<file path="src/hw/rtl/rmd_pkg.sv">
package rmd_pkg;

   localparam int LENGTH_BITS = 16;
   localparam int WORD_W      = 32;
   localparam int WORD_BYTES  = 8;
   localparam int COUNT_W     = 3;
   localparam int PREFIX_W    = $clog2(LENGTH_BITS + 1);
   localparam int REMAIN_W    = LENGTH_BITS + 1;
   localparam int LIMIT_W     = 16;
   localparam int CSR_INDEX_W = 1;
   localparam int CSR_DATA_W  = LIMIT_W;

   localparam logic [LIMIT_W-1:0]     LIMIT_RESET      = '1;
   localparam logic [CSR_INDEX_W-1:0] CSR_MAX_NAME     = 1'b0;
   localparam logic [CSR_INDEX_W-1:0] CSR_MAX_PAYLOAD  = 1'b1;

   typedef enum logic [3:0] {
      PH_REQ       = 4'd0,
      PH_OP        = 4'd1,
      PH_NLEN_PRE  = 4'd2,
      PH_NLEN_BITS = 4'd3,
      PH_NAME      = 4'd4,
      PH_DATA      = 4'd5,
      PH_PLEN_PRE  = 4'd6,
      PH_PLEN_BITS = 4'd7,
      PH_PAY       = 4'd8
   } phase_type;

   typedef enum logic [2:0] {
      K_REQ   = 3'd0,
      K_OP    = 3'd1,
      K_NLEN  = 3'd2,
      K_NBYTE = 3'd3,
      K_DATA  = 3'd4,
      K_PLEN  = 3'd5,
      K_PBYTE = 3'd6,
      K_ERR   = 3'd7
   } kind_type;

   typedef enum logic [1:0] {
      E_NONE    = 2'd0,
      E_BAD_BIT = 2'd1,
      E_PREFIX  = 2'd2,
      E_OVER    = 2'd3
   } error_type;

   typedef struct packed {
      kind_type           kind;
      logic [WORD_W-1:0]  value;
      error_type          err;
      logic               last;
   } token_type;

   typedef struct packed {
      logic [LIMIT_W-1:0] max_name;
      logic [LIMIT_W-1:0] max_payload;
   } limits_type;

endpackage

</file>
<file path="src/hw/rtl/rmd_if.sv">
interface rmd_req_if;
   logic       valid;
   logic       ready;
   logic [7:0] in_byte;

   modport source (output valid, output in_byte, input ready);
   modport sink (input valid, input in_byte, output ready);
endinterface

interface rmd_rsp_if;
   logic               valid;
   logic               ready;
   logic [2:0]         token_kind;
   logic signed [31:0] token_value;
   logic [1:0]         error_code;
   logic               message_last;

   modport source (output valid, output token_kind, output token_value, output error_code,
                   output message_last, input ready);
   modport sink (input valid, input token_kind, input token_value, input error_code,
                 input message_last, output ready);
endinterface

</file>
<file path="src/hw/rtl/rpc_message_deframer.sv">
// A result is registered in the result register before it appears on the rsp channel.
// Throughput: one byte per cycle while req ready is high; the parser state advances once
// per accepted transaction. A skid register beside the result register takes one more
// result while rsp stalls, so req ready only drops once both hold a result.
// Reset is synchronous and active high: the parser expects a request id, both length
// limits return to 65535 and the result and skid registers are emptied.
module rpc_message_deframer import rmd_pkg::*; (
   input  logic                   clock,
   input  logic                   reset,
   rmd_req_if.sink                req_chan,
   rmd_rsp_if.source              rsp_chan,
   input  logic                   csr_we,
   input  logic [CSR_INDEX_W-1:0] csr_index,
   input  logic [CSR_DATA_W-1:0]  csr_wdata
);

   limits_type limits_ff, limits_in;
   logic       accept;
   logic       can_accept;
   logic       tok_valid;
   token_type  tok;
   logic       out_valid;
   token_type  out_tok;

   always_comb begin
      limits_in = limits_ff;
      if (csr_we) begin
         unique case (csr_index)
            CSR_MAX_NAME:    limits_in.max_name    = csr_wdata[LIMIT_W-1:0];
            CSR_MAX_PAYLOAD: limits_in.max_payload = csr_wdata[LIMIT_W-1:0];
            default:         limits_in = limits_ff;
         endcase
      end
   end

   always_ff @(posedge clock) begin
      if (reset) begin
         limits_ff <= '{max_name: LIMIT_RESET, max_payload: LIMIT_RESET};
      end else begin
         limits_ff <= limits_in;
      end
   end

   assign req_chan.ready = can_accept;
   assign accept         = req_chan.valid && can_accept;

   rmd_parser u_parser (
      .clock     (clock),
      .reset     (reset),
      .accept    (accept),
      .in_byte   (req_chan.in_byte),
      .limits    (limits_ff),
      .tok_valid (tok_valid),
      .tok       (tok)
   );

   rmd_out_buf u_out_buf (
      .clock      (clock),
      .reset      (reset),
      .push       (accept && tok_valid),
      .push_tok   (tok),
      .can_accept (can_accept),
      .out_valid  (out_valid),
      .out_ready  (rsp_chan.ready),
      .out_tok    (out_tok)
   );

   assign rsp_chan.valid        = out_valid;
   assign rsp_chan.token_kind   = out_tok.kind;
   assign rsp_chan.token_value  = out_tok.value;
   assign rsp_chan.error_code   = out_tok.err;
   assign rsp_chan.message_last = out_tok.last;

endmodule

</file>
<file path="src/hw/rtl/rmd_parser.sv">
module rmd_parser import rmd_pkg::*; (
   input  logic       clock,
   input  logic       reset,
   input  logic       accept,
   input  logic [7:0] in_byte,
   input  limits_type limits,
   output logic       tok_valid,
   output token_type  tok
);

   phase_type             phase_ff, phase_in;
   logic [COUNT_W-1:0]    count_ff, count_in;
   logic [WORD_W-1:0]     word_ff, word_in;
   logic [PREFIX_W-1:0]   prefix_ff, prefix_in;
   logic [PREFIX_W-1:0]   bits_left_ff, bits_left_in;
   logic [REMAIN_W-1:0]   remain_ff, remain_in;

   logic [WORD_W-1:0]     byte_word;
   logic [WORD_W-1:0]     bit_word;
   logic [WORD_W-1:0]     len_value;
   logic [LIMIT_W-1:0]    limit;
   logic                  is_bit;
   logic                  word_done;
   logic                  word_arm;
   kind_type              word_kind;
   phase_type             word_next;
   logic                  len_done;
   logic                  len_name;
   logic                  fail;
   error_type             fail_code;

   assign byte_word = {word_ff[WORD_W-9:0], in_byte};
   assign bit_word  = {word_ff[WORD_W-2:0], in_byte[0]};
   assign is_bit    = (in_byte[7:1] == 7'd0);
   assign word_done = (count_ff == COUNT_W'(WORD_BYTES - 1));

   always_comb begin
      phase_in     = phase_ff;
      count_in     = count_ff;
      word_in      = word_ff;
      prefix_in    = prefix_ff;
      bits_left_in = bits_left_ff;
      remain_in    = remain_ff;
      tok_valid    = 1'b0;
      tok          = '{kind: K_REQ, value: '0, err: E_NONE, last: 1'b0};
      word_arm     = 1'b0;
      word_kind    = K_REQ;
      word_next    = PH_OP;
      len_done     = 1'b0;
      len_name     = 1'b0;
      len_value    = '0;
      limit        = limits.max_name;
      fail         = 1'b0;
      fail_code    = E_NONE;

      unique case (phase_ff) inside
         PH_OP: begin
            word_arm  = 1'b1;
            word_kind = K_OP;
            word_next = PH_NLEN_PRE;
         end
         PH_DATA: begin
            word_arm  = 1'b1;
            word_kind = K_DATA;
            word_next = PH_PLEN_PRE;
         end
         PH_NLEN_PRE, PH_PLEN_PRE: begin
            len_name = (phase_ff == PH_NLEN_PRE);
            if (!is_bit) begin
               fail      = 1'b1;
               fail_code = E_BAD_BIT;
            end else if (!in_byte[0]) begin
               if (prefix_ff >= PREFIX_W'(LENGTH_BITS)) begin
                  fail      = 1'b1;
                  fail_code = E_PREFIX;
               end else begin
                  prefix_in = prefix_ff + PREFIX_W'(1);
               end
            end else if (prefix_ff == '0) begin
               len_done = 1'b1;
            end else begin
               word_in      = WORD_W'(1);
               bits_left_in = prefix_ff;
               phase_in     = len_name ? PH_NLEN_BITS : PH_PLEN_BITS;
            end
         end
         PH_NLEN_BITS, PH_PLEN_BITS: begin
            len_name = (phase_ff == PH_NLEN_BITS);
            if (!is_bit) begin
               fail      = 1'b1;
               fail_code = E_BAD_BIT;
            end else begin
               word_in = bit_word;
               if (bits_left_ff > PREFIX_W'(1)) begin
                  bits_left_in = bits_left_ff - PREFIX_W'(1);
               end else begin
                  len_done  = 1'b1;
                  len_value = bit_word - WORD_W'(1);
               end
            end
         end
         PH_NAME: begin
            tok_valid  = 1'b1;
            tok.kind   = K_NBYTE;
            tok.value  = WORD_W'(in_byte);
            if (remain_ff <= REMAIN_W'(1)) begin
               remain_in = '0;
               phase_in  = PH_DATA;
            end else begin
               remain_in = remain_ff - REMAIN_W'(1);
            end
         end
         PH_PAY: begin
            tok_valid  = 1'b1;
            tok.kind   = K_PBYTE;
            tok.value  = WORD_W'(in_byte);
            if (remain_ff <= REMAIN_W'(1)) begin
               remain_in = '0;
               phase_in  = PH_REQ;
               tok.last  = 1'b1;
            end else begin
               remain_in = remain_ff - REMAIN_W'(1);
            end
         end
         default: begin
            // Request id, and any phase code without a meaning.
            word_arm  = 1'b1;
            word_kind = K_REQ;
            word_next = PH_OP;
            phase_in  = PH_REQ;
         end
      endcase

      if (word_arm) begin
         if (word_done) begin
            count_in  = '0;
            word_in   = '0;
            phase_in  = word_next;
            tok_valid = 1'b1;
            tok.kind  = word_kind;
            tok.value = byte_word;
         end else begin
            count_in = count_ff + COUNT_W'(1);
            word_in  = byte_word;
         end
      end

      if (len_done) begin
         prefix_in    = '0;
         bits_left_in = '0;
         word_in      = '0;
         limit        = len_name ? limits.max_name : limits.max_payload;
         if (len_value > WORD_W'(limit)) begin
            fail      = 1'b1;
            fail_code = E_OVER;
         end else begin
            remain_in = len_value[REMAIN_W-1:0];
            tok_valid = 1'b1;
            tok.kind  = len_name ? K_NLEN : K_PLEN;
            tok.value = len_value;
            if (len_name) begin
               phase_in = (len_value == '0) ? PH_DATA : PH_NAME;
            end else if (len_value == '0) begin
               phase_in = PH_REQ;
               tok.last = 1'b1;
            end else begin
               phase_in = PH_PAY;
            end
         end
      end

      // An error drops the message and starts over at the request id.
      if (fail) begin
         phase_in     = PH_REQ;
         count_in     = '0;
         word_in      = '0;
         prefix_in    = '0;
         bits_left_in = '0;
         remain_in    = '0;
         tok_valid    = 1'b1;
         tok          = '{kind: K_ERR, value: '0, err: fail_code, last: 1'b1};
      end
   end

   always_ff @(posedge clock) begin
      if (reset) begin
         phase_ff     <= PH_REQ;
         count_ff     <= '0;
         word_ff      <= '0;
         prefix_ff    <= '0;
         bits_left_ff <= '0;
         remain_ff    <= '0;
      end else if (accept) begin
         phase_ff     <= phase_in;
         count_ff     <= count_in;
         word_ff      <= word_in;
         prefix_ff    <= prefix_in;
         bits_left_ff <= bits_left_in;
         remain_ff    <= remain_in;
      end
   end

endmodule

</file>
<file path="src/hw/rtl/rmd_out_buf.sv">
module rmd_out_buf import rmd_pkg::*; (
   input  logic      clock,
   input  logic      reset,
   input  logic      push,
   input  token_type push_tok,
   output logic      can_accept,
   output logic      out_valid,
   input  logic      out_ready,
   output token_type out_tok
);

   logic      out_valid_ff, out_valid_in;
   token_type out_ff, out_in;
   logic      skid_valid_ff, skid_valid_in;
   token_type skid_ff, skid_in;
   logic      pop;

   assign pop        = out_valid_ff && out_ready;
   assign can_accept = !skid_valid_ff;
   assign out_valid  = out_valid_ff;
   assign out_tok    = out_ff;

   // A transaction that arrives while the output register is stalled parks in the skid stage.
   always_comb begin
      out_valid_in  = out_valid_ff;
      out_in        = out_ff;
      skid_valid_in = skid_valid_ff;
      skid_in       = skid_ff;
      if (!out_valid_ff || pop) begin
         if (skid_valid_ff) begin
            out_valid_in  = 1'b1;
            out_in        = skid_ff;
            skid_valid_in = 1'b0;
         end else begin
            out_valid_in = push;
            out_in       = push_tok;
         end
      end else if (push) begin
         skid_valid_in = 1'b1;
         skid_in       = push_tok;
      end
   end

   always_ff @(posedge clock) begin
      if (reset) begin
         out_valid_ff  <= 1'b0;
         skid_valid_ff <= 1'b0;
      end else begin
         out_valid_ff  <= out_valid_in;
         skid_valid_ff <= skid_valid_in;
      end
   end

   always_ff @(posedge clock) begin
      out_ff  <= out_in;
      skid_ff <= skid_in;
   end

endmodule

</file>
<file path="src/flat_wrapper.sv">
// flat-port wrapper written by rule: the top's interface ports become plain ports
module rpc_message_deframer_flat import rmd_pkg::*;
  (clock, reset, csr_we, csr_index, csr_wdata, req_chan_valid, req_chan_in_byte, req_chan_ready, rsp_chan_valid, rsp_chan_token_kind, rsp_chan_token_value, rsp_chan_error_code, rsp_chan_message_last, rsp_chan_ready);
  rmd_req_if req_chan_i ();
  rmd_rsp_if rsp_chan_i ();
  input  logic clock;
  input  logic reset;
  input  logic csr_we;
  input  logic [CSR_INDEX_W-1:0] csr_index;
  input  logic [CSR_DATA_W-1:0] csr_wdata;
  input wire logic [$bits(req_chan_i.valid)-1:0] req_chan_valid;
  input wire logic [$bits(req_chan_i.in_byte)-1:0] req_chan_in_byte;
  output wire logic [$bits(req_chan_i.ready)-1:0] req_chan_ready;
  output wire logic [$bits(rsp_chan_i.valid)-1:0] rsp_chan_valid;
  output wire logic [$bits(rsp_chan_i.token_kind)-1:0] rsp_chan_token_kind;
  output wire logic [$bits(rsp_chan_i.token_value)-1:0] rsp_chan_token_value;
  output wire logic [$bits(rsp_chan_i.error_code)-1:0] rsp_chan_error_code;
  output wire logic [$bits(rsp_chan_i.message_last)-1:0] rsp_chan_message_last;
  input wire logic [$bits(rsp_chan_i.ready)-1:0] rsp_chan_ready;
  assign req_chan_i.valid = req_chan_valid;
  assign req_chan_i.in_byte = req_chan_in_byte;
  assign req_chan_ready = req_chan_i.ready;
  assign rsp_chan_valid = rsp_chan_i.valid;
  assign rsp_chan_token_kind = rsp_chan_i.token_kind;
  assign rsp_chan_token_value = rsp_chan_i.token_value;
  assign rsp_chan_error_code = rsp_chan_i.error_code;
  assign rsp_chan_message_last = rsp_chan_i.message_last;
  assign rsp_chan_i.ready = rsp_chan_ready;
  rpc_message_deframer u_core (.clock(clock), .reset(reset), .req_chan(req_chan_i), .rsp_chan(rsp_chan_i), .csr_we(csr_we), .csr_index(csr_index), .csr_wdata(csr_wdata));
endmodule
</file>
<file path="config.mk">
export PLATFORM = sky130hd
export DESIGN_NAME = rpc_message_deframer_flat
export DESIGN_NICKNAME = d
export VERILOG_FILES = /design/src/hw/rtl/rmd_pkg.sv /design/src/hw/rtl/rmd_if.sv /design/src/hw/rtl/rpc_message_deframer.sv /design/src/hw/rtl/rmd_parser.sv /design/src/hw/rtl/rmd_out_buf.sv /design/src/flat_wrapper.sv
export SDC_FILE = /design/constraint.sdc
export NUM_CORES = 1
export LEC_CHECK = 0
export ABC_AREA = 1
export BUFFER_PORTS_ARGS = -buffer_cell sky130_fd_sc_hd__buf_2
export CORE_MARGIN = 8
export CORE_UTILIZATION = 40
export DETAILED_ROUTE_END_ITERATION = 7
export PLACE_DENSITY = 0.68
export SYNTH_ARGS = -nofsm -noshare
export SYNTH_HDL_FRONTEND = slang
export SYNTH_SLANG_ARGS = --single-unit
</file>
<file path="constraint.sdc">
create_clock -name clock -period 7.1 [get_ports clock]
set_input_delay 0.355 -clock clock [delete_from_list [all_inputs] [get_ports clock]]
set_output_delay 0.355 -clock clock [all_outputs]
set_load 0.02 [all_outputs]
</file>
==> flow_results.xml, run 1 <==
<?xml version="1.0" encoding="UTF-8"?>
<metrics>
  <group name="worst_setup_path">
    <metric name="crit_path_end_kind" unit="">flip-flop</metric>
    <metric name="startpoint_type_of_the_worst_setup_path" unit="">flip-flop</metric>
    <metric name="crit_slowest_cell" unit="">nor2_4</metric>
    <metric name="crit_fanout" unit="">38</metric>
    <metric name="critPathMaxStageDelay" unit="ns">0.81</metric>
    <metric name="worstPathRequired" unit="ns">7.16</metric>
    <metric name="crit_chain" unit="">inv_2 &gt; nor2_2 &gt; nand2_4 &gt; inv_2 &gt; nand3_2 &gt; nor2_2 &gt; buf_4 &gt; nand3_1 &gt; inv_1 &gt; ha_1 &gt; a21oi_1 &gt; nor2_1 &gt; a211oi_1 &gt; o211ai_1 &gt; nand2_1 &gt; nand3_1 &gt; nand2_1 &gt; o21bai_1 &gt; nor2_4</metric>
    <metric name="worst_ep_arrival_time" unit="ns">5.28</metric>
    <metric name="crit_type" unit="">flip-flop to flip-flop</metric>
  </group>
  <group name="routing">
    <metric name="detailedRoute.firstPassIterationCount" unit="">6</metric>
    <metric name="drtIter0Drc" unit="">812</metric>
    <metric name="avgViaCountPerCell" unit="">5.28</metric>
    <metric name="drt_wl_cell" unit="um">16.0</metric>
    <metric name="total_number_of_vias" unit="">9489</metric>
    <metric name="wl" unit="um">28700</metric>
    <metric name="detail_route.drc_violations" unit="">0</metric>
    <metric name="final_antenna_net_count" unit="">0</metric>
  </group>
  <group name="cts">
    <metric name="cts.repair_timing.setup_buffer_count" unit="">0</metric>
    <metric name="number_of_buffers_on_the_longest_clock_path" unit="">2</metric>
    <metric name="clock_sinks" unit="">175</metric>
    <metric name="worstSkewPairLatency" unit="ns">0.44</metric>
    <metric name="hold_buffers" unit="">0</metric>
    <metric name="number_of_h_tree_levels" unit="">4</metric>
    <metric name="tritoncts_buffers" unit="">17</metric>
    <metric name="cts_repair_resize_count" unit="">0</metric>
    <metric name="cts.clk_slew.worst_paths" unit="ns">0.08</metric>
    <metric name="clk_root_buffer_cell" unit="">clkbuf_16</metric>
    <metric name="tritoncts_clock_tree" unit="">built</metric>
  </group>
  <group name="global_routing">
    <metric name="number_of_antenna_violations_at_the_first_check_in_global_routing" unit="">0</metric>
    <metric name="grt_pass1_wl" unit="um">46000</metric>
    <metric name="track_usage" unit="">0.185</metric>
    <metric name="grt_remaining_overflow" unit="">0</metric>
    <metric name="largest_net_degree_at_the_start_of_global_routing" unit="">48</metric>
    <metric name="first_global_vias" unit="">8531</metric>
  </group>
  <group name="min_path">
    <metric name="min-delay-path-class" unit="">input pin to flip-flop</metric>
  </group>
  <group name="floorplan">
    <metric name="floorplan.initialDensity" unit="">0.404</metric>
    <metric name="die-area" unit="mm2">0.0306</metric>
    <metric name="fp.coreArea" unit="mm2">0.0250</metric>
    <metric name="placement_rows" unit="">58</metric>
    <metric name="io-pin-count" unit="">70</metric>
    <metric name="chipWidth" unit="um">175</metric>
    <metric name="fp.dieH" unit="um">175</metric>
  </group>
  <group name="place">
    <metric name="dp_hpwl" unit="um">21000</metric>
    <metric name="port-buffer-count" unit="">69</metric>
    <metric name="place_congestion" unit="">0.932</metric>
  </group>
  <group name="logic_synthesis">
    <metric name="synthesis.instances" unit="">1419</metric>
    <metric name="synth.most_common_cell" unit="">nand2_1</metric>
    <metric name="synth_commonest_cells" unit="">nand2_1 (440), nor2_1 (210), nand3_1 (142)</metric>
    <metric name="netlist.top_cell.by_area" unit="">edfxtp_1</metric>
    <metric name="synth_edf_count" unit="">76</metric>
    <metric name="dominantRegCellSynth" unit="">dfxtp_1</metric>
    <metric name="post_synth_instance_area" unit="mm2">0.0101</metric>
    <metric name="most_area_consuming_cells_after_synthesis" unit="">edfxtp_1 (23%), dfxtp_1 (20%), nand2_1 (16%), nor2_1 (7.8%), nand3_1 (7.0%)</metric>
    <metric name="postSynth.asyncResetShare" unit="">0</metric>
    <metric name="synth_area_per_cell" unit="um2">7.13</metric>
    <metric name="yosysTopAreaCellShare" unit="">0.226</metric>
    <metric name="synth.yosys.warnings" unit="">0</metric>
    <metric name="mappedNetlistNets" unit="">1474</metric>
    <metric name="netlist-cell-type-count" unit="">43</metric>
    <metric name="postSynthRegisterBits" unit="">175</metric>
    <metric name="synth_sequential_area_ratio" unit="">0.422</metric>
  </group>
  <group name="run_status">
    <metric name="status" unit="">complete, no violations</metric>
  </group>
  <group name="timing">
    <metric name="maxClockFrequency" unit="MHz">192</metric>
    <metric name="maxSlewViolCount" unit="">0</metric>
    <metric name="setup_repair_after_global_routing_missed_its_margin" unit="">false</metric>
    <metric name="setup_viol" unit="">0</metric>
    <metric name="fin_crit_sh" unit="">0.735</metric>
    <metric name="hold_viol" unit="">0</metric>
    <metric name="timing.final.crit_period" unit="ns">5.22</metric>
    <metric name="setup_tns" unit="ns">0</metric>
    <metric name="slew_headroom" unit="">0.247</metric>
    <metric name="tightestPinTransition" unit="ns">1.13</metric>
    <metric name="fin_worst_skew" unit="ns">0.0134</metric>
  </group>
  <group name="layout">
    <metric name="drive_above_1_share" unit="">0.101</metric>
    <metric name="fillerInstances" unit="">2528</metric>
    <metric name="area_growth_syn_to_layout" unit="%">11.1</metric>
    <metric name="nNetsFinal" unit="">1510</metric>
    <metric name="num_antenna_cells" unit="">0</metric>
  </group>
  <group name="pwr">
    <metric name="power_per_cell_area" unit="mW/mm2">211</metric>
    <metric name="post_route_total_power" unit="W">0.00237</metric>
    <metric name="ir_drop" unit="mV">0.186</metric>
    <metric name="power.leakage" unit="nW">5.35</metric>
  </group>
  <group name="run">
    <metric name="maximum_capacitance_violations" unit="">0</metric>
  </group>
</metrics>
## worst max-delay path: cells and delay by family, from the launching register on
family	cells	cell delay, ns
simple gates	10	2.86
buf+inv	4	0.67
compound gates	4	0.65
flops	1	0.39
fa+ha+maj	1	0.24
## cell type report
cell class                 count  area [um2]  share of cell area
clock inverter                14         145              0.0129
timing repair buffer          75         390              0.0347
inverter                     123         462              0.0411
tap                          330         413              0.0367
clock buffer                  18         429              0.0382
sequential                   175        4260               0.380
multi-input combinational   1063        5130               0.457
## report_power, final
part	internal, W	total (W)	switching (W)
sequential	0.00108	0.00112	0.0000370
clock	0.000468	0.000931	0.000463
combinational	0.0000992	0.000318	0.000219
total	0.00165	0.00237	0.000719
## routing by layer
layer	routed length, um	track usage
met1	13500	0.265
met4	472	0.0505
met5	0	0
met2	12400	0.280
met3	2320	0.0339
## logic make-up after synthesis
family / after synthesis / synth area share
xor gates and xnor gates: 19 / 0.0165
buffers and inverters: 181 / 0.0720
adders and majority gates: 25 / 0.0309
DFF: 175 / 0.422
muxes: 15 / 0.0148
and+or+nand+nor: 854 / 0.356
AOI/OAI and AO/OA: 150 / 0.0886
## state kept, by name (all words and copies together) (netlist names)
register and count:
u_core.u_parser.bits_left_ff 5, u_core.u_parser.phase_ff 4, u_core.u_out_buf.out_tok 38, u_core.u_parser.word_ff 31, u_core.u_parser.prefix_ff 5, u_core.u_out_buf.out_valid 1, u_core.u_parser.count_ff 3, u_core.limits_ff 32
u_core.u_out_buf.skid_valid_ff 1, u_core.u_parser.remain_ff 17, u_core.u_out_buf.skid_ff 38
## metrics by stage
stage | hold WS, ns | std cells | worst slack, ns | area (um2) | util
final | 0.118 | 1798 | 1.88 | 11200 | 0.449
after floorplan | 0.429 | 1419 | 1.94 | 10100 | -
after global routing | 0.129 | 1798 | 1.50 | 11200 | 0.449
after global placement | 0.442 | 1766 | 2.00 | 10700 | 0.426
after CTS | 0.122 | 1798 | 1.87 | 11200 | 0.449
after detailed placement | 0.448 | 1766 | 1.92 | 10700 | 0.426
## worst paths after layout
check,startpoint,endpoint,slack (ns),depth (start not counted)
max,u_core.u_parser.phase_ff[0],u_core.u_out_buf.skid_ff[23],1.88,19
min,csr_wdata[7],u_core.limits_ff[7],0.12,3
max reg2reg,u_core.u_parser.phase_ff[0],u_core.u_out_buf.skid_ff[23],1.88,19
min reg2reg,u_core.limits_ff[29],u_core.limits_ff[29],0.46,2
## cells in the final DEF, fill, tap and decap left out, types with 4 or more instances in the layout
master | netlist | final
clkbuf_16 | 0 | 17
a31oi_1 | 11 | 11
nand3_1 | 142 | 142
nand2_2 | 6 | 6
nor3_1 | 11 | 11
dfxtp_1 | 99 | 99
buf_2 | 9 | 69
nand2_1 | 440 | 440
o32ai_1 | 24 | 24
ha_1 | 25 | 25
inv_8 | 0 | 4
inv_1 | 104 | 104
clkinv_1 | 6 | 6
o21ai_0 | 42 | 42
xnor2_1 | 4 | 4
nand4_1 | 14 | 14
a211oi_1 | 7 | 7
buf_4 | 6 | 6
a21oi_1 | 46 | 46
nor2_1 | 210 | 208
nand3b_1 | 5 | 5
edfxtp_1 | 76 | 76
o21ai_1 | 10 | 10
inv_2 | 13 | 13
nor2_4 | 4 | 5
nor2_2 | 9 | 10
xor2_1 | 15 | 15
mux2i_1 | 15 | 15
(Power assumes the default switching activity.)
==> run 2, diff against run 1 <==
Settings changed: PLACE_DENSITY 0.68 to 0.7.
Clock period 7.1 ns to 4.45 ns, I/O delays scaled along.
==> flow_results.xml, run 2 (synthesis results as in run 1) <==
<?xml version="1.0" encoding="UTF-8"?>
<metrics>
  <group name="global_routing">
    <metric name="first_global_vias" unit="">9236</metric>
    <metric name="grt_pass1_wl" unit="um">48900</metric>
    <metric name="largest_net_degree_at_the_start_of_global_routing" unit="">48</metric>
    <metric name="grt_remaining_overflow" unit="">0</metric>
    <metric name="number_of_antenna_violations_at_the_first_check_in_global_routing" unit="">0</metric>
    <metric name="track_usage" unit="">0.194</metric>
  </group>
  <group name="routing">
    <metric name="drt_wl_cell" unit="um">16.4</metric>
    <metric name="drtIter0Drc" unit="">983</metric>
    <metric name="detail_route.drc_violations" unit="">0</metric>
    <metric name="wl" unit="um">29900</metric>
    <metric name="total_number_of_vias" unit="">9840</metric>
    <metric name="detailedRoute.firstPassIterationCount" unit="">6</metric>
    <metric name="avgViaCountPerCell" unit="">5.40</metric>
    <metric name="final_antenna_net_count" unit="">0</metric>
  </group>
  <group name="worst_setup_path">
    <metric name="cpLargestDelayFamily" unit="">simple AND/OR/NAND/NOR gates</metric>
    <metric name="crit_path_end_kind" unit="">flip-flop</metric>
    <metric name="critPathMaxStageDelay" unit="ns">0.49</metric>
    <metric name="crit_type" unit="">flip-flop to flip-flop</metric>
    <metric name="startpoint_type_of_the_worst_setup_path" unit="">flip-flop</metric>
    <metric name="cp_num_buf_inv" unit="">3</metric>
    <metric name="worstPathRequired" unit="ns">4.55</metric>
    <metric name="worst_ep_arrival_time" unit="ns">4.27</metric>
    <metric name="crit_fanout" unit="">26</metric>
    <metric name="critical_path.most_common_cell" unit="">nand2_1</metric>
    <metric name="crit_slowest_cell" unit="">nor2_2</metric>
    <metric name="crit_chain" unit="">inv_2 &gt; nor2_2 &gt; nand2_4 &gt; inv_2 &gt; nand3_2 &gt; nor2_2 &gt; nand2_1 &gt; ha_1 &gt; nor2_1 &gt; nor2_1 &gt; o21ai_0 &gt; nand2_1 &gt; o211ai_1 &gt; nand2_1 &gt; o211ai_1 &gt; nand2_1 &gt; nand2_2 &gt; nand2_4 &gt; nand2_4 &gt; o21bai_1 &gt; nor2_4 &gt; buf_4</metric>
  </group>
  <group name="cts">
    <metric name="tritoncts_clock_tree" unit="">built</metric>
    <metric name="clk_root_buffer_cell" unit="">clkbuf_16</metric>
    <metric name="tritoncts_buffers" unit="">17</metric>
    <metric name="clock_sinks" unit="">175</metric>
    <metric name="number_of_h_tree_levels" unit="">4</metric>
    <metric name="cts.clk_slew.worst_paths" unit="ns">0.07</metric>
    <metric name="number_of_buffers_on_the_longest_clock_path" unit="">2</metric>
    <metric name="worstSkewPairLatency" unit="ns">0.44</metric>
  </group>
  <group name="timing">
    <metric name="fin_worst_hold_slack" unit="ns">0.00406</metric>
    <metric name="fin_crit_sh" unit="">0.937</metric>
    <metric name="hold_viol" unit="">0</metric>
    <metric name="setup_viol" unit="">0</metric>
    <metric name="maxSlewViolCount" unit="">0</metric>
    <metric name="timing.final.crit_period" unit="ns">4.17</metric>
    <metric name="setup_repair_after_global_routing_missed_its_margin" unit="">false</metric>
    <metric name="tightestPinTransition" unit="ns">1.09</metric>
    <metric name="fin_worst_skew" unit="ns">0.0135</metric>
    <metric name="slew_headroom" unit="">0.270</metric>
    <metric name="setup_tns" unit="ns">0</metric>
    <metric name="maxClockFrequency" unit="MHz">240</metric>
  </group>
  <group name="layout">
    <metric name="mostFrequentLayoutCell" unit="">nand2_1</metric>
    <metric name="area_growth_syn_to_layout" unit="%">13.1</metric>
    <metric name="multiInputGateArea" unit="mm2">0.00513</metric>
    <metric name="register_area" unit="mm2">0.00426</metric>
    <metric name="nNetsFinal" unit="">1534</metric>
    <metric name="fillerInstances" unit="">2559</metric>
    <metric name="layout.core_utilization" unit="">0.457</metric>
    <metric name="num_antenna_cells" unit="">0</metric>
    <metric name="final_cell_area" unit="mm2">0.0114</metric>
    <metric name="mostFrequentLayoutCells" unit="">nand2_1 (440), nor2_1 (208), nand3_1 (142), inv_1 (104), dfxtp_1 (99)</metric>
    <metric name="drive_above_1_share" unit="">0.111</metric>
  </group>
  <group name="place">
    <metric name="port-buffer-count" unit="">69</metric>
    <metric name="place_area" unit="mm2">0.0108</metric>
    <metric name="place_congestion" unit="">1.02</metric>
    <metric name="dp_hpwl" unit="um">21500</metric>
  </group>
  <group name="run_status">
    <metric name="status" unit="">complete, no violations</metric>
  </group>
  <group name="min_path">
    <metric name="min-delay-path-class" unit="">input pin to flip-flop</metric>
  </group>
  <group name="pwr">
    <metric name="power_per_cell_area" unit="mW/mm2">331</metric>
    <metric name="ir_drop" unit="mV">0.204</metric>
    <metric name="power.share.combinational" unit="">0.138</metric>
    <metric name="power.leakage" unit="nW">5.45</metric>
    <metric name="switching_power" unit="W">0.00115</metric>
    <metric name="internal-power" unit="W">0.00264</metric>
    <metric name="power.clock.fraction" unit="">0.391</metric>
    <metric name="power.switching_fraction" unit="">0.303</metric>
    <metric name="sequentialPowerShare" unit="">0.471</metric>
  </group>
  <group name="floorplan">
    <metric name="chipWidth" unit="um">175</metric>
    <metric name="fp.coreArea" unit="mm2">0.0250</metric>
    <metric name="fp.dieH" unit="um">175</metric>
    <metric name="placement_rows" unit="">58</metric>
    <metric name="io-pin-count" unit="">70</metric>
    <metric name="floorplan.initialDensity" unit="">0.404</metric>
    <metric name="die-area" unit="mm2">0.0306</metric>
  </group>
  <group name="run">
    <metric name="maximum_capacitance_violations" unit="">0</metric>
  </group>
</metrics>
==> run 2: area by class of cell <==
| cell class | count | area share |
|---|---|---|
| Tap cell | 330 | 0.0361 |
| Clock inverter | 14 | 0.0123 |
| Inverter | 123 | 0.0404 |
| Timing Repair Buffer | 99 | 0.0525 |
| Sequential cell | 175 | 0.373 |
| Multi-Input combinational cell | 1063 | 0.449 |
| Clock buffer | 17 | 0.0372 |
==> run 2: path summary, 6_finish.rpt <==
path         cells after the start                      endpoint  slack [ns]                        start
max                             22  u_core.u_out_buf.skid_ff[24]        0.28  u_core.u_parser.phase_ff[0]
min                              3          u_core.limits_ff[11]       0.004                csr_wdata[11]
max reg2reg                     22  u_core.u_out_buf.skid_ff[24]        0.28  u_core.u_parser.phase_ff[0]
min reg2reg                      2          u_core.limits_ff[16]        0.46         u_core.limits_ff[16]
==> run 2: worst min-delay path, cell delays in order <==
cell	delay, ns
buf_2	0.09
nand2_1	0.05
nand3_1	0.05
==> run 2: repair_timing <==
item                                   4_1_cts  5_1_grt
gates resized for setup                      0        0
buffers inserted                             0        0
hold buffers                                 7        0
endpoints found under the hold margin        7        0
==> run 2: power by group through the flow <==
stage	Sequential [W]	Clock, W	Combinational [W]
finish	0.00178	0.00148	0.000521
CTS	0.00178	0.00150	0.000514
global placement	0.00182	0	0.000501
global route	0.00179	0.00157	0.000583
floorplan	0.00182	0	0.000357
detailed placement	0.00182	0	0.000505
==> run 2: through the flow <==
step / power, W / cells / setup WS [ns]
after floorplan: 0.00217 / 1419 / 0.313
after global placement: 0.00232 / 1783 / 0.435
after detailed placement: 0.00232 / 1783 / 0.407
after CTS: 0.00380 / 1821 / 0.372
after global routing: 0.00394 / 1821 / 0.0664
final: 0.00379 / 1821 / 0.282
==> run 2: layer usage <==
| metal | global-route usage | vias up | share of wire | wire (um) |
|---|---|---|---|---|
| met5 | 0 | - | 0 | 0 |
| met4 | 0.0781 | 0 | 0.031 | 926 |
| met3 | 0.0378 | 71 | 0.079 | 2360 |
| met2 | 0.286 | 454 | 0.42 | 12700 |
| met1 | 0.274 | 4539 | 0.47 | 14000 |
| li1 | - | 4776 | - | - |
==> run 3, diff against run 2 <==
Settings changed: PLACE_DENSITY 0.7 to 0.68.
Clock period 4.45 ns to 5.3 ns, I/O delays scaled along.
==> flow_results.xml, run 3 (synthesis results as in run 1) <==
<?xml version="1.0" encoding="UTF-8"?>
<metrics>
  <group name="run_status">
    <metric name="status" unit="">complete, no violations</metric>
  </group>
  <group name="cts">
    <metric name="hold_buffers" unit="">0</metric>
    <metric name="cts_repair_resize_count" unit="">0</metric>
    <metric name="number_of_buffers_on_the_longest_clock_path" unit="">2</metric>
    <metric name="number_of_h_tree_levels" unit="">4</metric>
    <metric name="worstSkewPairLatency" unit="ns">0.44</metric>
    <metric name="cts.clk_slew.worst_paths" unit="ns">0.08</metric>
    <metric name="cts.repair_timing.setup_buffer_count" unit="">0</metric>
    <metric name="clock_sinks" unit="">175</metric>
    <metric name="tritoncts_clock_tree" unit="">built</metric>
    <metric name="clk_root_buffer_cell" unit="">clkbuf_16</metric>
    <metric name="tritoncts_buffers" unit="">17</metric>
  </group>
  <group name="floorplan">
    <metric name="die-area" unit="mm2">0.0306</metric>
    <metric name="placement_rows" unit="">58</metric>
    <metric name="chipWidth" unit="um">175</metric>
    <metric name="io-pin-count" unit="">70</metric>
    <metric name="floorplan.initialDensity" unit="">0.404</metric>
    <metric name="fp.coreArea" unit="mm2">0.0250</metric>
    <metric name="fp.dieH" unit="um">175</metric>
  </group>
  <group name="timing">
    <metric name="slew_headroom" unit="">0.222</metric>
    <metric name="tightestPinTransition" unit="ns">1.16</metric>
    <metric name="maxSlewViolCount" unit="">0</metric>
    <metric name="hold_viol" unit="">0</metric>
    <metric name="timing.final.crit_period" unit="ns">4.41</metric>
    <metric name="fin_crit_sh" unit="">0.832</metric>
    <metric name="maxClockFrequency" unit="MHz">227</metric>
    <metric name="setup_repair_after_global_routing_missed_its_margin" unit="">false</metric>
    <metric name="setup_viol" unit="">0</metric>
    <metric name="fin_worst_skew" unit="ns">0.0118</metric>
    <metric name="setup_tns" unit="ns">0</metric>
  </group>
  <group name="global_routing">
    <metric name="first_global_vias" unit="">8747</metric>
    <metric name="largest_net_degree_at_the_start_of_global_routing" unit="">71</metric>
    <metric name="track_usage" unit="">0.187</metric>
    <metric name="number_of_antenna_violations_at_the_first_check_in_global_routing" unit="">0</metric>
    <metric name="grt_remaining_overflow" unit="">0</metric>
    <metric name="grt_pass1_wl" unit="um">46700</metric>
  </group>
  <group name="pwr">
    <metric name="ir_drop" unit="mV">0.180</metric>
    <metric name="power_per_cell_area" unit="mW/mm2">281</metric>
    <metric name="post_route_total_power" unit="W">0.00317</metric>
    <metric name="power.leakage" unit="nW">5.39</metric>
  </group>
  <group name="routing">
    <metric name="drt_wl_cell" unit="um">16.0</metric>
    <metric name="wl" unit="um">28900</metric>
    <metric name="detail_route.drc_violations" unit="">0</metric>
    <metric name="final_antenna_net_count" unit="">0</metric>
    <metric name="total_number_of_vias" unit="">9516</metric>
    <metric name="avgViaCountPerCell" unit="">5.27</metric>
    <metric name="detailedRoute.firstPassIterationCount" unit="">6</metric>
    <metric name="drtIter0Drc" unit="">897</metric>
  </group>
  <group name="worst_setup_path">
    <metric name="worstPathRequired" unit="ns">5.40</metric>
    <metric name="crit_path_end_kind" unit="">flip-flop</metric>
    <metric name="worst_ep_arrival_time" unit="ns">4.50</metric>
    <metric name="startpoint_type_of_the_worst_setup_path" unit="">flip-flop</metric>
    <metric name="cp-startpoint" unit="">u_core.u_parser.phase_ff[0]</metric>
    <metric name="regToRegStartpoint" unit="">u_core.u_parser.phase_ff[0]</metric>
    <metric name="crit_fanout" unit="">29</metric>
    <metric name="crit_type" unit="">flip-flop to flip-flop</metric>
  </group>
  <group name="min_path">
    <metric name="min_from" unit="">csr_wdata[15]</metric>
    <metric name="min-delay-path-class" unit="">input pin to flip-flop</metric>
  </group>
  <group name="place">
    <metric name="place_congestion" unit="">0.984</metric>
    <metric name="dp_hpwl" unit="um">20700</metric>
    <metric name="port-buffer-count" unit="">69</metric>
  </group>
  <group name="layout">
    <metric name="nNetsFinal" unit="">1518</metric>
    <metric name="num_antenna_cells" unit="">0</metric>
    <metric name="mostFrequentLayoutCell" unit="">nand2_1</metric>
    <metric name="drive_above_1_share" unit="">0.106</metric>
    <metric name="area_growth_syn_to_layout" unit="%">11.7</metric>
    <metric name="mostFrequentLayoutCells" unit="">nand2_1 (440), nor2_1 (208), nand3_1 (142), inv_1 (104), dfxtp_1 (99)</metric>
  </group>
  <group name="run">
    <metric name="maximum_capacitance_violations" unit="">0</metric>
  </group>
</metrics>
run 3: through the flow:
step / cells / hold WS, ns / utilization / cell area (um2) / worst slack [ns]
after detailed placement: 1774 / 0.442 / 0.428 / 10700 / 0.816
final: 1806 / 0.0407 / 0.451 / 11300 / 0.893
after global placement: 1774 / 0.439 / 0.428 / 10700 / 0.868
after global routing: 1806 / 0.0487 / 0.451 / 11300 / 0.578
after floorplan: 1419 / 0.378 / - / 10100 / 0.136
after CTS: 1806 / 0.0290 / 0.451 / 11300 / 0.923
run 3: critical path, cell delays in order, from the launching register on:
cell and delay, ns:
dfxtp_1 0.40, inv_2 0.05, nor2_2 0.14, nand2_4 0.07
inv_2 0.13, nand3_2 0.13, nor2_2 0.45, buf_4 0.34
nand3_1 0.13, inv_1 0.08, ha_1 0.24, a21oi_1 0.13
nor2_1 0.05, a211oi_1 0.19, o211ai_1 0.12, nand2_1 0.18
nand3_1 0.11, buf_4 0.21, nand2_1 0.08, o21bai_1 0.14
nor2_4 0.27, buf_4 0.40
run 3: final timing paths:
check	to	slack, ns	cells past startpoint
max	u_core.u_out_buf.skid_ff[22]	0.89	21
min	u_core.limits_ff[15]	0.04	3
max reg2reg	u_core.u_out_buf.skid_ff[22]	0.89	21
min reg2reg	u_core.limits_ff[20]	0.45	2
run 3: per-layer routing:
layer	track usage	vias up	share of wire
met1	0.256	4341	0.46
met2	0.295	392	0.44
met5	0	-	0
met3	0.0356	34	0.084
li1	-	4749	-
met4	0.0512	0	0.017
run 3: final cells by class:
cell class | instances | area [um2]
sequential | 175 | 4260
fill | 2553 | 13700
clock buffer | 18 | 429
timing repair buffer | 83 | 450
tap | 330 | 413
clock inverter | 14 | 149
multi-input combinational | 1063 | 5130
inverter | 123 | 462
run 3: power breakdown:
group / switching, W / internal, W / total [W]
registers: 0.0000455 / 0.00145 / 0.00150
logic: 0.000294 / 0.000135 / 0.000429
clock network: 0.000620 / 0.000630 / 0.00125
